File: src/rtl/gdc_pkg.sv
// ----------------------------------------------------------------------------
// gdc_pkg
// shared constants and types of the hop cost cache
// ----------------------------------------------------------------------------
package gdc_pkg;
	localparam int CAPACITY_DEF = 16;
	localparam int PRIO_BITS_DEF = 32;
	localparam int KEY_W = 64;
	localparam int HOP_W = 8;
	localparam int CFG_W = 5;
	localparam int OUT_PRIO_W = 32;
	localparam logic [CFG_W-1:0] CAP_RESET = 5'd16;

	localparam logic [1:0] OP_LOOKUP = 2'd0;
	localparam logic [1:0] OP_STORE = 2'd1;
	localparam logic [1:0] OP_PROBE = 2'd2;

	// controller to datapath
	typedef struct packed {
		logic capture;   // latch request, compute match
		logic evict;     // drop front entry, take its priority as L
		logic remove;    // drop matched entry
		logic insert;    // insert request key at new priority
		logic done;      // drive result strobe
	} dp_cmd_t;

	// datapath to controller
	typedef struct packed {
		logic hit;
		logic full;
		logic is_update;
		logic is_store;
	} dp_sts_t;
endpackage

File: src/rtl/gdc_ctrl.sv
// ----------------------------------------------------------------------------
// gdc_ctrl
// sequencer: capture, then remove or evict and insert where needed, report
// ----------------------------------------------------------------------------
module gdc_ctrl (
	input  logic             clk,
	input  logic             arst_n,
	input  logic             start,
	output logic             busy,
	input  gdc_pkg::dp_sts_t sts,
	output gdc_pkg::dp_cmd_t cmd
);
	localparam logic [1:0] ST_IDLE = 2'd0;
	localparam logic [1:0] ST_DECIDE = 2'd1;
	localparam logic [1:0] ST_INSERT = 2'd2;

	logic [1:0] state_q;
	logic [1:0] state_d;

	always_ff @(posedge clk or negedge arst_n) begin
		if (!arst_n) begin
			state_q <= ST_IDLE;
		end else begin
			state_q <= state_d;
		end
	end

	always_comb begin
		state_d = state_q;
		cmd = '0;
		busy = (state_q != ST_IDLE);
		case (state_q)
			ST_IDLE: begin
				if (start) begin
					cmd.capture = 1'b1;
					state_d = ST_DECIDE;
				end
			end
			ST_DECIDE: begin
				if (sts.hit && sts.is_update) begin
					cmd.remove = 1'b1;
					state_d = ST_INSERT;
				end else if (!sts.hit && sts.is_store) begin
					cmd.evict = sts.full;
					state_d = ST_INSERT;
				end else begin
					cmd.done = 1'b1;
					state_d = ST_IDLE;
				end
			end
			ST_INSERT: begin
				cmd.insert = 1'b1;
				cmd.done = 1'b1;
				state_d = ST_IDLE;
			end
			default: begin
				state_d = ST_IDLE;
			end
		endcase
	end
endmodule

File: src/rtl/gdc_datapath.sv
// ----------------------------------------------------------------------------
// gdc_datapath
// sorted entry row with parallel key match and shift-based remove/insert
// ----------------------------------------------------------------------------
module gdc_datapath #(
	parameter int CAPACITY = gdc_pkg::CAPACITY_DEF,
	parameter int PRIORITY_BITS = gdc_pkg::PRIO_BITS_DEF
) (
	input  logic                        clk,
	input  logic                        arst_n,
	input  logic [1:0]                  op,
	input  logic [gdc_pkg::KEY_W-1:0]   req_key,
	input  logic [gdc_pkg::HOP_W-1:0]   hop_cost,
	input  logic                        cfg_we,
	input  logic [gdc_pkg::CFG_W-1:0]   cfg_wdata,
	input  gdc_pkg::dp_cmd_t            cmd,
	output gdc_pkg::dp_sts_t            sts,
	output logic                        done,
	output logic                        hit,
	output logic                        evicted,
	output logic [gdc_pkg::KEY_W-1:0]   evicted_key,
	output logic [gdc_pkg::OUT_PRIO_W-1:0] assigned_priority,
	output logic [gdc_pkg::OUT_PRIO_W-1:0] inflation_now
);
	localparam int OCC_W = $clog2(CAPACITY + 1);
	localparam int IDX_W = (CAPACITY > 1) ? $clog2(CAPACITY) : 1;
	localparam logic [PRIORITY_BITS-1:0] PMAX = '1;

	logic [gdc_pkg::KEY_W-1:0] key_q [CAPACITY];
	logic [PRIORITY_BITS-1:0]  prio_q [CAPACITY];
	logic [CAPACITY-1:0]       match_q;
	logic [OCC_W-1:0]          occ_q;
	logic [PRIORITY_BITS-1:0]  infl_q;
	logic [gdc_pkg::CFG_W-1:0] cap_q;
	logic [1:0]                op_q;
	logic [gdc_pkg::KEY_W-1:0] rkey_q;
	logic [gdc_pkg::HOP_W-1:0] hop_q;
	logic                      hit_q;
	logic                      ev_q;
	logic [gdc_pkg::KEY_W-1:0] evk_q;
	logic [PRIORITY_BITS-1:0]  aprio_q;
	logic                      done_q;

	logic [OCC_W-1:0]          eff_cap;
	logic [PRIORITY_BITS-1:0]  base_l;
	logic [PRIORITY_BITS:0]    sum;
	logic [PRIORITY_BITS-1:0]  newp;
	logic [CAPACITY-1:0]       le_v;
	logic [CAPACITY-1:0]       drop_v;

	// effective capacity, clamped to one..CAPACITY
	always_comb begin
		if (cap_q == '0) begin
			eff_cap = OCC_W'(1);
		end else if (32'(cap_q) > CAPACITY) begin
			eff_cap = OCC_W'(CAPACITY);
		end else begin
			eff_cap = OCC_W'(cap_q);
		end
	end

	// L seen by the new priority: front priority when evicting this step
	assign base_l = cmd.evict ? prio_q[0] : infl_q;
	assign sum = {1'b0, base_l} + {{(PRIORITY_BITS + 1 - gdc_pkg::HOP_W){1'b0}}, hop_q};
	assign newp = sum[PRIORITY_BITS] ? PMAX : sum[PRIORITY_BITS-1:0];

	assign sts.hit = |match_q;
	assign sts.full = (occ_q >= eff_cap) && (occ_q != '0);
	assign sts.is_update = (op_q == gdc_pkg::OP_LOOKUP) || (op_q == gdc_pkg::OP_STORE);
	assign sts.is_store = (op_q == gdc_pkg::OP_STORE);

	// insertion goes behind every valid entry with priority <= new one
	always_comb begin
		for (int i = 0; i < CAPACITY; i++) begin
			le_v[i] = (OCC_W'(i) < occ_q) && (prio_q[i] <= aprio_q);
		end
	end

	// entries at or after the drop point: all on evict, else from the match on
	always_comb begin
		drop_v[0] = cmd.evict | match_q[0];
		for (int i = 1; i < CAPACITY; i++) begin
			drop_v[i] = drop_v[i - 1] | match_q[i];
		end
	end

	always_ff @(posedge clk or negedge arst_n) begin
		if (!arst_n) begin
			occ_q <= '0;
			infl_q <= '0;
			cap_q <= gdc_pkg::CAP_RESET;
			done_q <= 1'b0;
		end else begin
			done_q <= cmd.done;
			if (cfg_we) begin
				cap_q <= cfg_wdata;
			end
			if (cmd.evict) begin
				infl_q <= prio_q[0];
			end
			if (cmd.remove || cmd.evict) begin
				occ_q <= occ_q - OCC_W'(1);
			end else if (cmd.insert && (32'(occ_q) < CAPACITY)) begin
				occ_q <= occ_q + OCC_W'(1);
			end
		end
	end

	// entry row and per-request registers
	always_ff @(posedge clk) begin
		if (cmd.capture) begin
			op_q <= op;
			rkey_q <= req_key;
			hop_q <= hop_cost;
			hit_q <= 1'b0;
			ev_q <= 1'b0;
			evk_q <= '0;
			aprio_q <= '0;
			for (int i = 0; i < CAPACITY; i++) begin
				match_q[i] <= (OCC_W'(i) < occ_q) && (key_q[i] == req_key);
			end
		end
		if (!cmd.capture && !cmd.insert && (cmd.remove || cmd.evict || cmd.done)) begin
			hit_q <= |match_q;
		end
		if (cmd.remove || cmd.evict) begin
			aprio_q <= newp;
			if (cmd.evict) begin
				ev_q <= 1'b1;
				evk_q <= key_q[0];
			end
			// close the gap: entries at or after the drop point move down
			for (int i = 0; i < CAPACITY - 1; i++) begin
				if (drop_v[i]) begin
					key_q[i] <= key_q[i + 1];
					prio_q[i] <= prio_q[i + 1];
				end
			end
		end else if (!cmd.capture && !cmd.insert && !cmd.done && sts.is_store) begin
			// store miss without eviction
			aprio_q <= newp;
		end
		if (cmd.insert && (32'(occ_q) < CAPACITY)) begin
			for (int i = 0; i < CAPACITY; i++) begin
				if (!le_v[i] && (OCC_W'(i) <= occ_q)) begin
					if (i == 0 || le_v[(i == 0) ? 0 : i - 1]) begin
						key_q[i] <= rkey_q;
						prio_q[i] <= aprio_q;
					end else begin
						key_q[i] <= key_q[(i == 0) ? 0 : i - 1];
						prio_q[i] <= prio_q[(i == 0) ? 0 : i - 1];
					end
				end
			end
		end
	end

	assign done = done_q;
	assign hit = hit_q;
	assign evicted = ev_q;
	assign evicted_key = evk_q;
	assign assigned_priority = gdc_pkg::OUT_PRIO_W'(aprio_q);
	assign inflation_now = gdc_pkg::OUT_PRIO_W'(infl_q);
endmodule

File: src/rtl/greedy_dual_hop_cost_cache.sv
// ----------------------------------------------------------------------------
// greedy_dual_hop_cost_cache
// cost-aware greedy-dual cache over a sorted row of key/priority entries
// ----------------------------------------------------------------------------
// A request is taken when start is high and busy is low. Probes, the spare op
// code and lookup misses finish in the decide state; lookup hits and stores
// also pass the insert state, for the remove-then-insert step on the sorted
// entry row. The result comes from registers. busy also covers the result
// cycle, so the next request is taken in the cycle after the result at the
// earliest; requests never overlap. The result shows on the ports for one
// cycle, flagged by done; the receiver cannot stall, so it must take every
// transfer as it appears. The user must write capacity_in_use through
// cfg_we/cfg_wdata only while the block is idle; the block does not enforce it.
module greedy_dual_hop_cost_cache #(
	parameter int CAPACITY = gdc_pkg::CAPACITY_DEF,
	parameter int PRIORITY_BITS = gdc_pkg::PRIO_BITS_DEF
) (
	input  logic                           clk,
	input  logic                           arst_n,
	input  logic                           start,
	output logic                           busy,
	input  logic [1:0]                     op,
	input  logic [gdc_pkg::KEY_W-1:0]      req_key,
	input  logic [gdc_pkg::HOP_W-1:0]      hop_cost,
	input  logic                           cfg_we,
	input  logic [gdc_pkg::CFG_W-1:0]      cfg_wdata,
	output logic                           done,
	output logic                           hit,
	output logic                           evicted,
	output logic [gdc_pkg::KEY_W-1:0]      evicted_key,
	output logic [gdc_pkg::OUT_PRIO_W-1:0] assigned_priority,
	output logic [gdc_pkg::OUT_PRIO_W-1:0] inflation_now
);
	gdc_pkg::dp_cmd_t cmd;
	gdc_pkg::dp_sts_t sts;
	logic             ctrl_busy;
	logic             ctrl_start;

	// no request is taken while the result strobe is out
	assign ctrl_start = start & ~done;

	// sequencer
	gdc_ctrl u_ctrl (
		.clk    (clk),
		.arst_n (arst_n),
		.start  (ctrl_start),
		.busy   (ctrl_busy),
		.sts    (sts),
		.cmd    (cmd)
	);

	// entry row, inflation level and result registers
	gdc_datapath #(
		.CAPACITY      (CAPACITY),
		.PRIORITY_BITS (PRIORITY_BITS)
	) u_dp (
		.clk               (clk),
		.arst_n            (arst_n),
		.op                (op),
		.req_key           (req_key),
		.hop_cost          (hop_cost),
		.cfg_we            (cfg_we),
		.cfg_wdata         (cfg_wdata),
		.cmd               (cmd),
		.sts               (sts),
		.done              (done),
		.hit               (hit),
		.evicted           (evicted),
		.evicted_key       (evicted_key),
		.assigned_priority (assigned_priority),
		.inflation_now     (inflation_now)
	);

	// stay busy through the strobe cycle so results never overlap
	assign busy = ctrl_busy | done;
endmodule

File: config.mk
export PLATFORM = sky130hd
export DESIGN_NAME = greedy_dual_hop_cost_cache
export DESIGN_NICKNAME = d
export VERILOG_FILES = /design/src/rtl/gdc_pkg.sv /design/src/rtl/gdc_ctrl.sv /design/src/rtl/gdc_datapath.sv /design/src/rtl/greedy_dual_hop_cost_cache.sv
export SDC_FILE = /design/constraint.sdc
export NUM_CORES = 2
export LEC_CHECK = 0
export BUFFER_PORTS_ARGS = -buffer_cell sky130_fd_sc_hd__buf_2
export CORE_MARGIN = 3
export CORE_UTILIZATION = 40
export DETAILED_ROUTE_END_ITERATION = 7
export MAX_ROUTING_LAYER = met4
export PLACE_DENSITY_LB_ADDON = 0.3
export SYNTH_ARGS = -nofsm -noshare
export SYNTH_HDL_FRONTEND = slang
export SYNTH_SLANG_ARGS = --single-unit
File: constraint.sdc
create_clock -name clk -period 20.9 [get_ports clk]
set_input_delay 1.045 -clock clk [delete_from_list [all_inputs] [get_ports clk]]
set_output_delay 1.045 -clock clk [all_outputs]
set_load 0.1 [all_outputs]
# [Yosys cells after proc, flatten, opt, wreduce, memory -nomap -nowiden]
# Memory sizes are Yosys's and may differ from the RTL's.
# Index checks and enable logic that the tools add are counted.
[totals] word_cells=514 memories=2 out_inout_bits=132 inputBits=83 reg_bits=233 ram_bits=1536
[mem_list] memory="u_dp.key_q" words=16 width=64 read_ports=16 rd_clocked_by_memory_dff=0 write_ports=16 line="gdc_datapath.sv:29" source="logic [gdc_pkg::KEY_W-1:0] key_q [CAPACITY];"
[mem_list] memory="u_dp.prio_q" words=16 width=32 read_ports=16 rd_clocked_by_memory_dff=0 write_ports=16 line="gdc_datapath.sv:30" source="logic [PRIORITY_BITS-1:0] prio_q [CAPACITY];"
[classes] n_reduce_logical=88 n_bitwise=78 magnitude_cmp=51 muxes=259 add_sub_neg=3 eq_ne=20
[ops] cell="64-bit 2-to-1 mux" n=33
[ops] cell="32-bit 2-to-1 mux" n=35
[ops] cell="64-bit == test" n=16
[ops] cell="32-bit less-or-equal comparator" n=16
[ops] cell="1-bit 2-to-1 mux" n=181
[ops] cell="1-bit OR" n=76
[ops] cell="1-bit logical AND" n=56
[ops] cell="4-bit by 5-bit less-or-equal comparator with 1-bit output (first input constant)" n=8
[ops] cell="4-bit by 5-bit < comparator with 1-bit output (first input constant)" n=8
[ops] cell="32-bit by 8-bit adder with 33-bit output" n=1
[ops] cell="3-bit by 5-bit less-or-equal comparator with 1-bit output (first input constant)" n=4
[ops] cell="1-bit zero test" n=20
[ops] cell="3-bit by 5-bit < comparator with 1-bit output (first input constant)" n=4
[ops] cell="5-bit 2-to-1 mux" n=4
[ops] cell="16-bit OR reduction" n=1
[ops] cell="1-bit by 5-bit less-or-equal comparator with 1-bit output (first input constant)" n=2
[ops] cell="2-bit by 5-bit less-or-equal comparator with 1-bit output (first input constant)" n=2
[ops] cell="1-bit by 5-bit < comparator with 1-bit output (first input constant)" n=2
[ops] cell="2-bit by 5-bit < comparator with 1-bit output (first input constant)" n=2
[ops] cell="2-bit 2-to-1 mux" n=4
[ops] cell="2-bit nonzero test" n=3
[ops] cell="5-bit by 1-bit adder with 5-bit output (second input constant)" n=1
[ops] cell="5-bit >= comparator" n=1
[ops] cell="5-bit greater-than comparator (second input constant)" n=1
[ops] cell="other kinds (14)" n=18

# [Depth between registers and ports, before layout]
[depth] depth_word=28 ltp_mapped=24 mapped_depth_nobuf=21

# [Modules after synthesis]
# From an unflattened synthesis, not the netlist that was laid out.
[hier_totals] cells_unflattened=9759 hier_area_um2=107414.3
[modules_own_cells] module="gdc_datapath" cells_per_inst=9736 seq_area_each_um2=52196.3 area_per_inst_um2=107187.8 instances=1
[modules_own_cells] module="gdc_ctrl" cells_per_inst=21 seq_area_each_um2=50.0 area_per_inst_um2=211.5 instances=1
[modules_own_cells] module="greedy_dual_hop_cost_cache" cells_per_inst=2 seq_area_each_um2=0.0 area_per_inst_um2=15.0 instances=1

# [Least setup slack after synthesis]
# No wires, ideal clock.
[synth_timing] path_kind="reg-to-reg" from="register u_dp.aprio_q[25], in the netlist u_dp.assigned_priority[25]" to="memory u_dp.key_q[1][384] in the netlist's numbering (enable)" arrival_time_ps=7461 period_less_slack_ps=8032 stages_incl_launch_ff=12 required_ps=20330 setup_ps=570 setup_slack_ps=12868 n_path_buf=2 path_cell_list="edfxtp_1 -> clkbuf_1 -> clkbuf_1 -> inv_1 -> ha_1 -> a21oi_1 -> o21a_1 -> o21ai_0 -> and4b_1 -> a31oi_1 -> o22ai_1 -> o21bai_1"
[synth_lines] element="start: declaration" line="gdc_datapath.sv:41" source="logic [PRIORITY_BITS-1:0] aprio_q;"
[synth_lines] element="start signal: assignment" line="gdc_datapath.sv:127" source="aprio_q <= newp;"
[synth_lines] element="start signal: assignment" line="gdc_datapath.sv:141" source="aprio_q <= newp;"
[synth_lines] element="end: declaration" line="gdc_datapath.sv:29"

# [Final worst setup path]
[layout_timing] from="register u_dp.occ_q[2]" to="register u_dp.aprio_q[12], in the netlist u_dp.assigned_priority[12], data pin"
[layout_via] elab_chain_len=10 word_cells_on_any_way=12 cone_classes="add/sub: 1; order compare: 1; mux: 7; reduce/logical: 3"
[layout_rtl] element="start: declaration" line="gdc_datapath.sv:32" source="logic [OCC_W-1:0] occ_q;"
[layout_rtl] element="start signal: assignment" line="gdc_datapath.sv:102" source="occ_q <= occ_q - OCC_W'(1);"
[layout_rtl] element="start signal: assignment" line="gdc_datapath.sv:104" source="occ_q <= occ_q + OCC_W'(1);"
[layout_rtl] element="5-bit >= comparator or 5-bit nonzero test (tied branches)" line="gdc_datapath.sv:68" source="assign sts.full = (occ_q >= eff_cap) && (occ_q != '0);"
[layout_rtl] element="1-bit logical AND *" line="gdc_datapath.sv:68"
[layout_rtl] element="1-bit 2-to-1 mux *" line="gdc_ctrl.sv:43" source="end else if (!sts.hit && sts.is_store) begin"
[layout_rtl] element="1-bit 2-to-1 mux *" line="gdc_ctrl.sv:40" source="if (sts.hit && sts.is_update) begin"
[layout_rtl] element="2-bit 2-to-1 mux *" line="gdc_ctrl.sv:32" source="case (state_q)"
[layout_rtl] element="32-bit 2-to-1 mux *"
[layout_rtl] element="net u_dp.base_l[0]" line="gdc_datapath.sv:45" source="logic [PRIORITY_BITS-1:0] base_l;"
[layout_rtl] element="32-bit by 8-bit adder with 33-bit output *" line="gdc_datapath.sv:64" source="assign sum = {1'b0, base_l} + {{(PRIORITY_BITS + 1 - gdc_pkg::HOP_W){1'b0}}, hop_q};"
[layout_rtl] element="32-bit 2-to-1 mux *" line="gdc_datapath.sv:65" source="assign newp = sum[PRIORITY_BITS] ? PMAX : sum[PRIORITY_BITS-1:0];"
[layout_rtl] element="32-bit 2-to-1 mux" line="gdc_datapath.sv:139" source="end else if (!cmd.capture && !cmd.insert && !cmd.done && sts.is_store) begin"
[layout_rtl] element="32-bit 2-to-1 mux *" line="gdc_datapath.sv:126" source="if (cmd.remove || cmd.evict) begin"
# The timed path passes the listed nets; every way through them passes the cells marked *.
# A chain may end at the register's enable or synchronous reset.

==> results.cfg <==
[outcome]
status = complete, but fails checks
failing_checks = capacitance limit, slew limit

[logic_synthesis]
synth_area_per_cell_um2 = 10.6
synth_nets = 10800
synthesis.instances = 10300
synth_cell_types = 80
synth.yosys.warnings = 0
synth-main-ff-cell = sky130_fd_sc_hd__edfxtp_1
postSynth.asyncResetShare_pct = 2.54
synthesis.area_mm2 = 0.109
synth-seq-area-share_pct = 47.9
synth-edff-count = 1659
synth_seq_cells = 1769

[cts]
ctsHoldBuffers = 0
clk_root_buffer_cell = sky130_fd_sc_hd__clkbuf_16
cts.sink_count = 1769
cts.repair_timing.setup_buffer_count = 0
tritoncts_clock_tree = yes
clk_latency_ns = 0.93
path_clk_slew_ns = 0.07
cts_max_path_buffers = 4
htreeDepth = 4
ctsResizeCount = 0
cts-buffers-inserted = 217

[worst_setup_path]
crit_path_cell_trace = ha_1 -> a21o_1 -> a31oi_1 -> o21ai_0 -> nand2_4 -> o21ai_0 -> ha_1 -> inv_1 -> fa_1 -> nor2b_1 -> o21ai_0 -> a21boi_0 -> o21a_1 -> o221ai_1 -> nor2_1 -> nand3_2 -> a31oi_1
worst_setup_path_startpoint = u_dp.occ_q[2]
reg2regPathDepth = 17
critical_path.max_stage_delay_ns = 0.77
startpoint_class_of_the_critical_path = flop
worst_setup_path_endpoint = u_dp.assigned_priority[12]
rr_endpoint = u_dp.assigned_priority[12]
critical_path_required_time_ns = 21.59
reg2reg_from = u_dp.occ_q[2]
endpoint_kind = flop
r2r_setup_slk_ns = 13.69
path_depth = 17
arrival_ns = 7.91
cpMostUsedCell = sky130_fd_sc_hd__o21ai_0
critical_path.n_buffers_inverters = 1
criticalPathCategory = reg -> reg
worstPathMaxFanout = 36
cp_slowest_cell = sky130_fd_sc_hd__nand3_2
critPathTopFamily = compound AO/OA/AOI/OAI gates

[timing]
fin_tns_setup_ns = 0
clock-skew-final_ns = 0.0829
relSlewSlack_pct = -18.1
period_minus_slack_ns = 7.21
final-hold-violation-count = 0
post-route-period-util_pct = 34.5
fmaxAchievable_mhz = 139
layout_setup_ws_ns = 13.69
slew_violations = 86
setup-violations-final = 0
hold-worst-slack_ns = 0.307
tightest_slew_ns = 1.77
grt_setup_unrepaired = false

[placement]
place_ws_ns = 13.87
quantity_of_i_o_buffers_inserted_on_ports = 214
hpwl_mm = 408
dp_cells = 13500
finalWeightedCongestion = 1.14

[power]
power_per_cell_area_mw_per_mm2 = 171
overall_power_mw = 20.7
p_leak_nw = 46.6
peakVddDrop_uv = 164

[cells_and_area]
fin_cells = 13900
multiInputGateArea_mm2 = 0.0538
layout.area.seq_mm2 = 0.0522
final_layout_size_suffix_gt1_share_pct = 12.7
count_of_fill_cells_added_during_filler_insertion = 25700
area_growth_from_synthesis_to_layout_pct = 11.4
design.final.nets = 10700
final_cell_mix = sky130_fd_sc_hd__edfxtp_1, sky130_fd_sc_hd__nand2_1, sky130_fd_sc_hd__mux2i_1, sky130_fd_sc_hd__o21ai_0, sky130_fd_sc_hd__xnor2_1
commonest_non_fill_non_tap_cell_in_the_layout = sky130_fd_sc_hd__edfxtp_1

[drt]
wire_per_inst_um = 40.5
drtAntennaViolNets = 0
drc = 0
drt-total-wl_mm = 564
via_count = 91700
first_iter_violations = 14600
vias_per_cell = 6.58
detail_route.first_pass.iterations = 7

[floorplanning]
dieHeight_um = 528
num_rows = 191
start_util_pct = 40.2
core_area_mm2 = 0.271
io-pin-count = 215
die_w_um = 528
fp.dieArea_mm2 = 0.279

[global_route]
grt_remaining_overflow = 0
maximum_number_of_pins_on_one_net_before_global_route_repair = 194
first_global_vias = 85500
grtUsageTotal_pct = 40.5
grt_first_pass_wirelength_mm = 758
antenna_found_initial = 68

[job]
maxCapViolations = 5

[min_path]
holdCritPathClass = in -> async
[routing by layer]
layer  track usage (%)  part of all wire [%]  vias up
li1                  -                     -    37500
met1              46.8                    36    46000
met2              58.5                    43     6621
met3              11.5                    11     1651
met4              33.4                    10        0
met5                 -                     0        -
[how the worst min path moves through the flow]
stage,depth (start not counted),start,endpoint
CTS,2,arst_n,u_dp.inflation_now[21]
finish,2,arst_n,u_dp.occ_q[1]
detailed placement,2,u_dp.evicted_key[24],u_dp.evicted_key[24]
global route,1,hop_cost[4],u_dp.hop_q[4]
global placement,2,u_dp.evicted,u_dp.evicted
floorplan,2,u_dp.key_q[0][12],u_dp.evicted_key[12]
[cell usage after synthesis, drive strengths merged (16+ instances only)]
master | number | area, um2
dfxtp | 65 | 1300
xnor2 | 617 | 5400
a211oi | 33 | 248
mux2 | 394 | 4440
xor2 | 402 | 3520
nor2b | 21 | 131
dfrtp | 44 | 1100
inv | 128 | 480
mux2i | 1063 | 10600
nand2b | 16 | 100
o211ai | 23 | 173
ha | 501 | 6270
nand2 | 1448 | 5440
a21oi | 472 | 2360
a31oi | 201 | 1260
nor4 | 152 | 951
a21o | 66 | 495
nor2 | 260 | 976
o21a | 38 | 285
nor3 | 60 | 317
o22ai | 17 | 106
o21ai | 1052 | 5270
edfxtp | 1659 | 49800
buf | 185 | 882
nand3 | 153 | 766
nand4 | 258 | 1610
and3 | 112 | 701
clkbuf | 625 | 2350
[sequential cells by signal (all words and copies together), names as in the netlist]
register and count:
u_dp.key_q 1024, u_dp.prio_q 512, u_dp.evicted_key 64, u_dp.rkey_q 64
u_dp.assigned_priority 32, u_dp.inflation_now 32, u_dp.match_q 16, u_dp.hop_q 8
u_dp.cap_q 5, u_dp.occ_q 5, u_ctrl.state_q 2, u_dp.op_q 2
u_dp.done 1, u_dp.evicted 1, u_dp.hit 1
[cells by family (layout without fill, tap and decap cells)]
logic type                 count (synthesis)  count (layout)  synth area share [%]
xor gates and xnor gates                1019            1019                  8.19
adders and majority gates                502             502                  5.77
buffers and inverters                    938            1003                  3.40
muxes                                   1457            1457                  13.8
DFF                                     1769            1769                  47.9
and+or+nand+nor                         2547            2547                  10.6
other                                      0              54                     0
AOI/OAI and AO/OA                       2020            2020                  10.3
[through the flow]
step / area (um2) / util, %
final: 121000 / 44.8
after global routing: 121000 / 44.8
after CTS: 121000 / 44.6
after detailed placement: 114000 / 42.0
after global placement: 114000 / 42.0
after floorplan: 109000 / -
[power by group]
part           internal, mW  switching (mW)  total (mW)  leakage [nW]
clock                  2.25            1.68        3.93          3.47
combinational          3.07            6.85        9.91          26.6
sequential             5.50            1.40        6.90          16.5
[cell type report]
cell class | instances | area share [%]
Clock inverter | 113 | 0.986
Clock buffer | 283 | 4.85
Multi-Input combinational cell | 7545 | 44.3
Sequential cell | 1769 | 43.0
Tap cell | 3570 | 3.68
Inverter | 128 | 0.400
Antenna cell | 54 | 0.111
Timing Repair Buffer | 479 | 2.64
[worst register-to-register path: stages, from the launching register on]
cell and delay, ns:
sky130_fd_sc_hd__dfrtp_1 0.67, sky130_fd_sc_hd__ha_1 0.48, sky130_fd_sc_hd__a21o_1 0.13, sky130_fd_sc_hd__a31oi_1 0.05, sky130_fd_sc_hd__o21ai_0 0.74, sky130_fd_sc_hd__nand2_4 0.62, sky130_fd_sc_hd__o21ai_0 0.45, sky130_fd_sc_hd__ha_1 0.25
sky130_fd_sc_hd__inv_1 0.07, sky130_fd_sc_hd__fa_1 0.45, sky130_fd_sc_hd__nor2b_1 0.13, sky130_fd_sc_hd__o21ai_0 0.12, sky130_fd_sc_hd__a21boi_0 0.38, sky130_fd_sc_hd__o21a_1 0.46, sky130_fd_sc_hd__o221ai_1 0.45, sky130_fd_sc_hd__nor2_1 0.33
sky130_fd_sc_hd__nand3_2 0.77, sky130_fd_sc_hd__a31oi_1 0.48
(Power assumes the default switching activity.)
